$ cat config.mk
export PLATFORM = sky130hd
export DESIGN_NAME = bds_cell
export DESIGN_NICKNAME = d
export VERILOG_FILES = /design/src/design/baud_divisor_search_core_defines.svh /design/src/design/bds_pkg.sv /design/src/design/bds_div.sv /design/src/design/bds_cell.sv
export SDC_FILE = /design/constraint.sdc
export NUM_CORES = 1
export LEC_CHECK = 0
export ABC_AREA = 0
export BUFFER_PORTS_ARGS = -buffer_cell sky130_fd_sc_hd__buf_2
export CORE_MARGIN = 2
export CORE_UTILIZATION = 54
export DETAILED_ROUTE_END_ITERATION = 7
export PLACE_DENSITY_LB_ADDON = 0.15
export SETUP_SLACK_MARGIN = 0.2
export SLEW_MARGIN = 10
export SYNTH_ARGS = -nofsm -noshare
export SYNTH_HDL_FRONTEND = slang
export SYNTH_HIERARCHICAL = 1
export SYNTH_SLANG_ARGS = --single-unit
$ cat constraint.sdc
create_clock -name clk -period 12.86 [get_ports clk]
set_clock_uncertainty 0.2 [all_clocks]
set_input_delay 0.643 -clock clk [delete_from_list [all_inputs] [get_ports clk]]
set_output_delay 0.643 -clock clk [all_outputs]
set_load 0.005 [all_outputs]
$ cat src/design/baud_divisor_search_core_defines.svh
// Assertion macros shared by the baud divisor search design.
`ifndef BAUD_DIVISOR_SEARCH_CORE_DEFINES_SVH
`define BAUD_DIVISOR_SEARCH_CORE_DEFINES_SVH

`ifndef ASSERT_OFF
// Property that must hold at every clock edge outside reset.
`define BDS_ASSERT(label, prop, msg) \
    label: assert property (@(posedge clk) disable iff (!rst_n) prop) else $error(msg);
// Condition that must never be seen outside reset.
`define BDS_ASSERT_NEVER(label, expr, msg) \
    label: assert property (@(posedge clk) disable iff (!rst_n) !(expr)) else $error(msg);
`else
`define BDS_ASSERT(label, prop, msg)
`define BDS_ASSERT_NEVER(label, expr, msg)
`endif

`endif

$ cat src/design/bds_pkg.sv
// Shared constants, types and helper functions of the baud divisor search.
package bds_pkg;

    localparam int NUM_CELLS      = 15;
    localparam int NEG_CELLS      = 7;
    localparam int CELL_W         = 4;
    localparam int CLK_W          = 26;
    localparam int BAUD_W         = 22;
    localparam int DIV_W          = 33;
    localparam int CNT_W          = 6;
    localparam int EST_W          = 16;
    localparam int PERIOD_W       = 12;
    localparam int ERR_W          = 24;
    localparam int SCALE_W        = 4;
    localparam int SHIFT_W        = 3;
    localparam int PRESCALE_SHIFT = 3;

    localparam logic [CLK_W-1:0]    CLOCK_RESET = 26'd32000000;
    localparam logic [EST_W-1:0]    PERIOD_MAX  = 16'd4095;
    localparam logic [ERR_W-1:0]    ERROR_LIMIT = 24'd10000000;

    // Candidate carried from cell to cell along with its best match so far.
    typedef struct packed {
        logic [BAUD_W-1:0]          baud;
        logic [ERR_W-1:0]           best_err;
        logic signed [SCALE_W-1:0]  scale;
        logic [PERIOD_W-1:0]        period;
    } bds_item_t;

    // Request to the iterative divider.
    typedef struct packed {
        logic               start;
        logic [DIV_W-1:0]   dividend;
        logic [DIV_W-1:0]   divisor;
    } bds_div_req_t;

    // Answer from the iterative divider.
    typedef struct packed {
        logic               done;
        logic [DIV_W-1:0]   quotient;
    } bds_div_rsp_t;

    // True for the cells that try negative scale exponents.
    function automatic logic cell_is_neg(input logic [CELL_W-1:0] slot);
        return slot < CELL_W'(NEG_CELLS);
    endfunction

    // Magnitude of the scale exponent a cell tries.
    function automatic logic [SHIFT_W-1:0] cell_shift(input logic [CELL_W-1:0] slot);
        logic [CELL_W-1:0] s;
        s = cell_is_neg(slot) ? slot + CELL_W'(1) : slot - CELL_W'(NEG_CELLS);
        return s[SHIFT_W-1:0];
    endfunction

endpackage

$ cat src/design/bds_div.sv
// Restoring divider that produces one quotient bit per cycle.
module bds_div
    import bds_pkg::*;
(
    input  logic          clk,
    input  logic          rst_n,
    input  bds_div_req_t  req,
    output bds_div_rsp_t  rsp
);

    logic                busy_reg, busy_next;
    logic                done_reg, done_next;
    logic [CNT_W-1:0]    cnt_reg, cnt_next;
    logic [DIV_W-1:0]    rem_reg, rem_next;
    logic [DIV_W-1:0]    dq_reg, dq_next;
    logic [DIV_W-1:0]    div_reg, div_next;
    logic [DIV_W:0]      trial;
    logic                fits;

    // One step: bring down the next dividend bit and try to subtract.
    assign trial = {rem_reg, dq_reg[DIV_W-1]};
    assign fits  = trial >= {1'b0, div_reg};

    always_comb
    begin
        busy_next = busy_reg;
        done_next = 1'b0;
        cnt_next  = cnt_reg;
        rem_next  = rem_reg;
        dq_next   = dq_reg;
        div_next  = div_reg;
        if (req.start)
        begin
            busy_next = 1'b1;
            cnt_next  = '0;
            rem_next  = '0;
            dq_next   = req.dividend;
            div_next  = req.divisor;
        end
        else if (busy_reg)
        begin
            rem_next = fits ? DIV_W'(trial - {1'b0, div_reg}) : trial[DIV_W-1:0];
            dq_next  = {dq_reg[DIV_W-2:0], fits};
            cnt_next = cnt_reg + CNT_W'(1);
            if (cnt_reg == CNT_W'(DIV_W - 1))
            begin
                busy_next = 1'b0;
                done_next = 1'b1;
            end
        end
    end

    // Control state is reset; the datapath is not.
    always_ff @(posedge clk or negedge rst_n)
    begin
        if (!rst_n)
        begin
            busy_reg <= 1'b0;
            done_reg <= 1'b0;
            cnt_reg  <= '0;
        end
        else
        begin
            busy_reg <= busy_next;
            done_reg <= done_next;
            cnt_reg  <= cnt_next;
        end
    end

    always_ff @(posedge clk)
    begin
        rem_reg <= rem_next;
        dq_reg  <= dq_next;
        div_reg <= div_next;
    end

    assign rsp.done     = done_reg;
    assign rsp.quotient = dq_reg;

endmodule

$ cat src/design/bds_cell.sv
// One cell of the search chain: evaluates a single scale exponent candidate.
module bds_cell
    import bds_pkg::*;
(
    input  logic                clk,
    input  logic                rst_n,
    input  logic [CELL_W-1:0]   slot,
    input  logic [CLK_W-1:0]    clock_frequency,
    input  logic                in_valid,
    output logic                in_ready,
    input  bds_item_t           in_item,
    output logic                out_valid,
    input  logic                out_ready,
    output bds_item_t           out_item
);

    typedef enum logic [2:0] {
        S_IDLE,
        S_START1,
        S_DIV1,
        S_START2,
        S_DIV2,
        S_FIN
    } state_t;

    state_t              state_reg, state_next;
    bds_item_t           item_reg, item_next;
    bds_item_t           out_item_reg, out_item_next;
    logic                out_valid_reg, out_valid_next;
    logic [EST_W-1:0]    est_reg, est_next;

    logic                is_neg;
    logic [SHIFT_W-1:0]  n;
    logic [DIV_W-1:0]    clk_ext, baud_ext, f_neg, pw, d_pos;
    logic [DIV_W-1:0]    div1_dividend, div1_divisor;
    logic [DIV_W-1:0]    d2, div2_dividend;
    logic [EST_W-1:0]    est_calc;
    logic [DIV_W-1:0]    diff;
    logic                better;
    logic [SCALE_W-1:0]  scale_bits;
    bds_div_req_t        div_req;
    bds_div_rsp_t        div_rsp;

    bds_div u_div (
        .clk   (clk),
        .rst_n (rst_n),
        .req   (div_req),
        .rsp   (div_rsp)
    );

    // Candidate constants of this cell.
    assign is_neg   = cell_is_neg(slot);
    assign n        = cell_shift(slot);
    assign clk_ext  = DIV_W'(clock_frequency);
    assign baud_ext = DIV_W'(item_reg.baud);
    assign f_neg    = (n >= SHIFT_W'(PRESCALE_SHIFT)) ?
                      clk_ext << (n - SHIFT_W'(PRESCALE_SHIFT)) :
                      clk_ext >> (SHIFT_W'(PRESCALE_SHIFT) - n);
    assign pw       = DIV_W'(1) << n;
    assign d_pos    = baud_ext << ({1'b0, n} + 4'(PRESCALE_SHIFT));

    // First division estimates the period value.
    assign div1_divisor  = is_neg ? baud_ext : d_pos;
    assign div1_dividend = is_neg ? f_neg + (baud_ext >> 1) : clk_ext + (d_pos >> 1);
    assign est_calc      = is_neg ? div_rsp.quotient[EST_W-1:0] - pw[EST_W-1:0] :
                                    div_rsp.quotient[EST_W-1:0] - EST_W'(1);

    // Second division finds the rate the estimate actually achieves.
    assign d2            = is_neg ? DIV_W'(est_reg) + pw : (DIV_W'(est_reg) + DIV_W'(1)) << n;
    assign div2_dividend = is_neg ? f_neg + (d2 >> 1) :
                                    (clk_ext >> PRESCALE_SHIFT) + (d2 >> 1);

    assign div_req.start    = (state_reg == S_START1) || (state_reg == S_START2);
    assign div_req.dividend = (state_reg == S_START1) ? div1_dividend : div2_dividend;
    assign div_req.divisor  = (state_reg == S_START1) ? div1_divisor : d2;

    // Error against the target and the strict improvement test.
    assign diff       = (div_rsp.quotient >= baud_ext) ? div_rsp.quotient - baud_ext :
                                                         baud_ext - div_rsp.quotient;
    assign better     = diff < DIV_W'(item_reg.best_err);
    assign scale_bits = is_neg ? SCALE_W'(0) - {1'b0, n} : {1'b0, n};

    always_comb
    begin
        state_next     = state_reg;
        item_next      = item_reg;
        est_next       = est_reg;
        out_item_next  = out_item_reg;
        out_valid_next = out_valid_reg;
        if (out_valid_reg && out_ready)
        begin
            out_valid_next = 1'b0;
        end
        case (state_reg)
            S_IDLE:
            begin
                if (in_valid)
                begin
                    item_next  = in_item;
                    state_next = (in_item.baud == '0) ? S_FIN : S_START1;
                end
            end
            S_START1:
            begin
                state_next = S_DIV1;
            end
            S_DIV1:
            begin
                if (div_rsp.done)
                begin
                    est_next   = est_calc;
                    state_next = (est_calc <= PERIOD_MAX) ? S_START2 : S_FIN;
                end
            end
            S_START2:
            begin
                state_next = S_DIV2;
            end
            S_DIV2:
            begin
                if (div_rsp.done)
                begin
                    if (better)
                    begin
                        item_next.best_err = diff[ERR_W-1:0];
                        item_next.scale    = $signed(scale_bits);
                        item_next.period   = est_reg[PERIOD_W-1:0];
                    end
                    state_next = S_FIN;
                end
            end
            S_FIN:
            begin
                if (!out_valid_reg || out_ready)
                begin
                    out_item_next  = item_reg;
                    out_valid_next = 1'b1;
                    state_next     = S_IDLE;
                end
            end
            default:
            begin
                state_next = S_IDLE;
            end
        endcase
    end

    // State and registered outputs.
    always_ff @(posedge clk or negedge rst_n)
    begin
        if (!rst_n)
        begin
            state_reg     <= S_IDLE;
            out_valid_reg <= 1'b0;
        end
        else
        begin
            state_reg     <= state_next;
            out_valid_reg <= out_valid_next;
        end
    end

    always_ff @(posedge clk)
    begin
        item_reg     <= item_next;
        est_reg      <= est_next;
        out_item_reg <= out_item_next;
    end

    assign in_ready  = (state_reg == S_IDLE);
    assign out_valid = out_valid_reg;
    assign out_item  = out_item_reg;

endmodule

==> results of run 1 <==
## power by group
part / switching [mW] / internal, mW
logic: 2.28 / 1.44
registers: 0.263 / 1.20
clock network: 0.361 / 0.560
total: 2.90 / 3.20
## worst reg2reg max path, delay by kind of cell (launching register included)
family | cells | cell delay (ps)
buf+inv | 2 | 680
flops | 1 | 740
simple gates | 5 | 1170
fa+ha+maj | 2 | 810
xor+xnor | 1 | 280
mux | 1 | 290
compound gates | 11 | 3040
## worst min-delay path by stage
stage,from,endpoint,slack (ps)
floorplan,rst_n,out_valid,150
global placement,item_reg[11],out_item[11],200
detailed placement,item_reg[11],out_item[11],210
CTS,in_item[44],baud_ext[4],40
global route,in_item[44],baud_ext[4],40
finish,in_item[44],baud_ext[4],60
## repair_timing
item | in CTS | in global routing
hold endpoints to repair | 12 | 0
hold buffers | 1 | 0
setup buffers | 0 | 0
## cells in the mapped netlist (9+ instances only)
library cell	count	area share, %
nand2b_1	24	0.60
dfrtp_1	12	1.2
mux2_2	58	2.6
nor2_1	253	3.8
o21bai_1	14	0.42
clkbuf_1	105	1.6
o31ai_1	15	0.45
a31oi_1	41	1.0
xor2_1	62	2.2
edfxtp_1	206	25
dfxtp_1	33	2.6
a211oi_1	55	1.6
nor3_1	54	1.1
o21a_1	40	1.2
buf_2	34	0.68
nand2_1	382	5.7
and2_1	30	0.75
o22ai_1	18	0.45
or2_2	10	0.25
mux4_2	15	1.3
o221ai_1	11	0.38
o21ai_0	172	3.4
and3_1	22	0.55
nor2b_1	27	0.67
nand4_1	35	0.87
and4_1	9	0.31
a221oi_1	10	0.35
ha_1	198	9.8
mux2i_1	161	6.4
o31a_1	9	0.31
or3_1	14	0.35
a21boi_0	9	0.27
inv_1	162	2.4
nor4_1	35	0.87
a21oi_1	236	4.7
a21o_1	88	2.6
o211ai_1	22	0.66
xnor2_1	89	3.1
nand3_1	72	1.4
buf_1	13	0.19
## cell type report
class	count	area, um2
fillers	4158	18890
multi-input cells	2435	16710
flip-flops and latches	251	7148
repair buffers	193	1056
clock buffers	43	840.8
well taps	607	759.5
inverters	165	619.3
clock inverters	15	235.2
## cell families after synthesis
| logic type | Yosys count |
|---|---|
| flip-flops | 251 |
| buffers and inverters | 331 |
| multiplexers | 234 |
| AND/OR/NAND/NOR | 999 |
| XOR/XNOR | 152 |
| adder cells (fa/ha/maj) | 206 |
| AO/OA/AOI/OAI | 844 |
## routing by layer
| metal | global-route usage [%] | up-vias |
|---|---|---|
| li1 | - | 11200 |
| met1 | 50.34 | 11400 |
| met2 | 57.14 | 1246 |
| met3 | 4.803 | 247 |
| met4 | 19.13 | 4 |
| met5 | 0 | - |
## metrics by stage
step	area, um2	worst slack [ps]	total power, mW
finish	27370	4654	6.102
global route	27370	4184	6.533
CTS	27370	4894	6.035
detailed placement	26280	4275	5.090
global placement	26280	4383	5.007
floorplan	25180	5995	4.101
==> metrics.csv, run 1 <==
metric,value,unit
antenna violations before repair,5,
CP startpoint kind,input port,
Yosys reg bits,251,
Top delay family on crit path,compound AO/OA/AOI/OAI gates,
syn_nets,3319,
Worst path depth,28,
post-synthesis area per instance,8.345,um2
Final ANT Viol Nets,0,
total negative slack,0,ps
gate count after technology mapping,3017,
final count of pins violating max slew,0,
detailed-route via count,24100,
Layout Cells excl Fill,3709,
minimum clock period,8206,ps
worst hold path depth,1,
crit path kind,input port to register,
Die Y,219.9,um
met3 wire len,7745,um
full die area,0.04837,mm2
Post-synth ARST share,4.781,%
buffers and inverters on the worst path,3,
# diodes,0,
DR pass1 iterations,8,
H-tree Lvls,1,
met2 WL post-DR,39700,um
CTS tree,yes,
"EDFF count, synth",206,
vias per cell,6.496,
CTS resizes,0,
GPL Wtd Cong,1.027,
WHS,56.19,ps
slew of the pin with the lowest slew margin,1148,ps
mux cell area share after synthesis,10.34,%
most common flop cell mapped by yosys,edfxtp_1,
clk root buf,clkbuf_16,
global-route wire length before repair,135800,um
CTS Buffer Depth,3,
Ports,160,
Reg2Reg Setup Slack,5180,ps
"Cell Area, Synth",0.02518,mm2
maxcap violations,0,
# DRC,0,
total clock sinks,251,
"Clk Latency, worst-skew pair",600,ps
DP HPWL,69580,um
simple-gate share of the synthesized area,18.30,%
post-synthesis xor/xnor area fraction,5.317,%
Critical Path Fanout Max,44,
Worst setup endpoint,u_div/dq_reg[25],
Final nets,3379,
cell repeated most along the worst path,ha_1,
gr usage total,36.89,%
share of cells above drive strength 1,11.54,%
Critical Path RT,12990,ps
Layout Area Growth over Synthesis,8.687,%
adder-cell share of the synthesized area,10.48,%
R2R cell count,22,
Max Clk Rate,121.9,MHz
Leak,11.69,nW
Slew headroom,23.47,%
Starting Density,54.43,%
core box area,0.04626,mm2
Largest register FFs,62,
Final Util,59.16,%
placed cells,3650,
vias in the first global route,22480,
Die X,219.9,um
fin crit share,63.81,%
final WL,90850,um
CP max stage cell,ha_1,
CP Data Arrival Time,8340,ps
routed length per instance,24.49,um
RSZ-0062 raised after global routing,no,
met1 wire length,37930,um
"CTS clk-pin slew, worst paths",60,ps
Yosys cell types,97,
PwrDens,223.0,mW/mm2
DR iter-0 viols,2795,
register area share after synthesis,28.39,%
# rows,79,
Final Hold Viols,0,
pin count of the biggest net entering global routing,76,
Worst Setup End Kind,register,
Syn. warnings,6,
Worst Hold Class,input port to register,
"commonest cells after routing, fill and taps aside","nand2_1 (382), nor2_1 (250), a21oi_1 (235)",
status,completed,
total CTS buffers,31,
main combinational cell family by area after synthesis,compound AO/OA/AOI/OAI gates,
# port buffers,159,
setup violators final,0,
launching point of the worst reg2reg path,baud_ext[10],
Worst VDD drop,0.0002558,V
"commonest non-fill, non-tap cell in the layout",nand2_1,
Worst R2R End,item_reg[21],
gr ovfl total,0,
Synth Area in Compound Gates,21.76,%
Critical Path Start,slot[0],
max layer used,met5,
"slowest stage delay, CP",900,ps
(Power assumes the default switching activity.)
==> inputs of run 2 (changes only) <==
==> constraint.sdc (replaced) <==
create_clock -name clk -period 8.1 [get_ports clk]
set_clock_uncertainty 0.2 [all_clocks]
set_input_delay 0.405 -clock clk [delete_from_list [all_inputs] [get_ports clk]]
set_output_delay 0.405 -clock clk [all_outputs]
set_load 0.005 [all_outputs]
==> run 2 against run 1 <==
Setup slack got worse by 3600 ps. Clock-buffer cell count decreased by 7. Largest cell class unchanged. Global-route usage increased by 1.5 points. Critical path type is now register to register. Cell count increased by 2.2%. Critical endpoint is now item_reg[7].
==> metrics.csv, run 2 (synthesis results as in run 1) <==
metric,value,unit,change
multi-input logic area,0.01671,mm2,unchanged
Ports,160,,unchanged
register area,0.007148,mm2,unchanged
CP Data Arrival Time,7060,ps,was 8340 ps
Layout Cells excl Fill,3789,,was 3709
Worst Hold Class,input port to register,,unchanged
"commonest non-fill, non-tap cell in the layout",nand2_1,,unchanged
CTS Buffer Depth,3,,unchanged
DR pass1 iterations,5,,was 8
Die X,219.9,um,unchanged
clk root buf,clkbuf_16,,unchanged
total negative slack,0,ps,unchanged
CTS tree,yes,,unchanged
global-route wire length before repair,140700,um,was 135800 um
GPL Wtd Cong,1.054,,was 1.027
R2R cell count,21,,was 22
"CTS clk-pin slew, worst paths",70,ps,was 60 ps
# port buffers,159,,unchanged
Worst R2R End,item_reg[7],,was item_reg[21]
"Clk Latency, worst-skew pair",610,ps,was 600 ps
Max Clk Rate,142.5,MHz,
Final nets,3458,,was 3379
Leak,12.06,nW,was 11.69 nW
maxcap violations,0,,unchanged
PwrDens,350.3,mW/mm2,was 223.0 mW/mm2
vias in the first global route,23080,,was 22480
Final Hold Viols,0,,unchanged
H-tree Lvls,1,,unchanged
Die Y,219.9,um,unchanged
# DRC,0,,unchanged
minimum clock period,7019,ps,
"slowest stage delay, CP",910,ps,was 900 ps
DP HPWL,72160,um,was 69580 um
Critical Path Fanout Max,40,,was 44
worst hold path depth,4,,was 1
vias per cell,6.510,,was 6.496
CP max stage cell,edfxtp_1,,was ha_1
core box area,0.04626,mm2,unchanged
hold worst-path end,item_reg[36],,was baud_ext[4]
total CTS buffers,31,,unchanged
Worst Setup End Kind,register,,unchanged
CP startpoint kind,register,,was input port
# rows,79,,unchanged
slew of the pin with the lowest slew margin,1181,ps,was 1148 ps
Fillers,4118,,was 4158
Starting Density,54.43,%,unchanged
final WL,94810,um,was 90850 um
setup violators final,0,,unchanged
RSZ-0062 raised after global routing,no,,unchanged
status,completed,,unchanged
Largest register FFs,62,,unchanged
Reg2Reg Setup Slack,1080,ps,was 5180 ps
placed cells,3666,,was 3650
min-delay src,in_item[36],,was in_item[44]
"commonest cells after routing, fill and taps aside","nand2_1 (382), nor2_1 (250), a21oi_1 (235)",,unchanged
gr usage total,38.36,%,was 36.89%
Top delay family on crit path,compound AO/OA/AOI/OAI gates,,unchanged
buffers and inverters on the worst path,2,,was 3
critical-path cell list,inv_1 -> ha_1 -> a21o_1 -> a21o_1 -> a311oi_2 -> nor2_2 -> a31oi_4 -> mux2i_1 -> xor2_1 -> ha_1 -> a21o_1 -> a21o_1 -> a21oi_1 -> nand2_1 -> o21ai_0 -> a21oi_1 -> o221ai_1 -> nand4b_1 -> nor4_1 -> a31o_2 -> buf_4,,
full die area,0.04837,mm2,unchanged
DR iter-0 viols,2674,,was 2795
Slew headroom,20.51,%,was 23.47%
routed length per instance,25.02,um,was 24.49 um
launching point of the worst reg2reg path,baud_ext[1],,was baud_ext[10]
Layout Area Growth over Synthesis,11.68,%,was 8.687%
gr ovfl total,0,,unchanged
Final ANT Viol Nets,0,,unchanged
pin count of the biggest net entering global routing,66,,was 76
antenna violations before repair,0,,was 5
Post-CTS Setup Inserts,0,,unchanged
total clock sinks,251,,unchanged
fin crit share,86.65,%,
crit path kind,register to register,,was input port to register
Worst VDD drop,0.0003693,V,was 0.0002558 V
Critical Path RT,8140,ps,was 12990 ps
detailed-route via count,24670,,was 24100
final count of pins violating max slew,0,,unchanged
cell repeated most along the worst path,a21o_1,,was ha_1
share of cells above drive strength 1,12.07,%,was 11.54%
## run 2: what timing repair did
item	4_1_cts	5_1_grt
hold endpoints to repair	75	0
hold buffers	64	0
gates resized for setup	0	0
## run 2: worst min-delay path, cell delays in order
cell	delay [ps]
buf_2	80
nand2_1	50
o41a_1	100
nand3_1	80
## run 2: power breakdown
part	internal, mW	switching, mW	total, mW	leakage [nW]
Sequential	1.91	0.398	2.31	2.38
Clock	0.848	0.629	1.48	0.534
Combinational	2.32	3.74	6.07	9.14
## run 2: worst max-delay path by stage
stage / start / end / slack (ps) / cells past startpoint
2_1_floorplan: slot[0] / u_div/dq_reg[32] / 1470 / 30
4_1_cts: baud_ext[1] / item_reg[28] / 1200 / 21
3_5_place_dp: slot[0] / u_div/dq_reg[25] / 920 / 29
5_1_grt: baud_ext[10] / item_reg[28] / 700 / 22
3_3_place_gp: slot[0] / u_div/dq_reg[25] / 1120 / 30
6_report: baud_ext[1] / item_reg[7] / 1080 / 21
## run 2: through the flow
step	total power, mW	hold WS [ps]	area [um2]	util (%)	setup WS [ps]
finish	9.849	26.42	28120	60.78	1081
global route	10.48	43.13	28120	60.78	699.1
CTS	9.686	10.14	28120	60.78	1198
detailed placement	8.155	152.9	26400	57.07	915.2
global placement	8.043	148.5	26400	57.07	1115
floorplan	6.511	-90.59	25180	-	1473
## run 2: per-layer routing
layer | wire length [um] | global-route usage (%) | up-vias
met5 | 0 | 0 | -
met3 | 8435 | 6.142 | 251
met4 | 5961 | 20.40 | 0
li1 | - | - | 11350
met1 | 38520 | 50.83 | 11740
met2 | 41890 | 60.13 | 1321
## run 2: final cells by class
type                    count  share of cell area [%]
inverters                 165                   2.203
multi-input cells        2435                   59.41
clock inverters            22                  0.8588
well taps                 607                   2.701
diodes                      1                0.008900
repair buffers            272                   6.425
clock buffers              36                   2.968
flip-flops and latches    251                   25.42
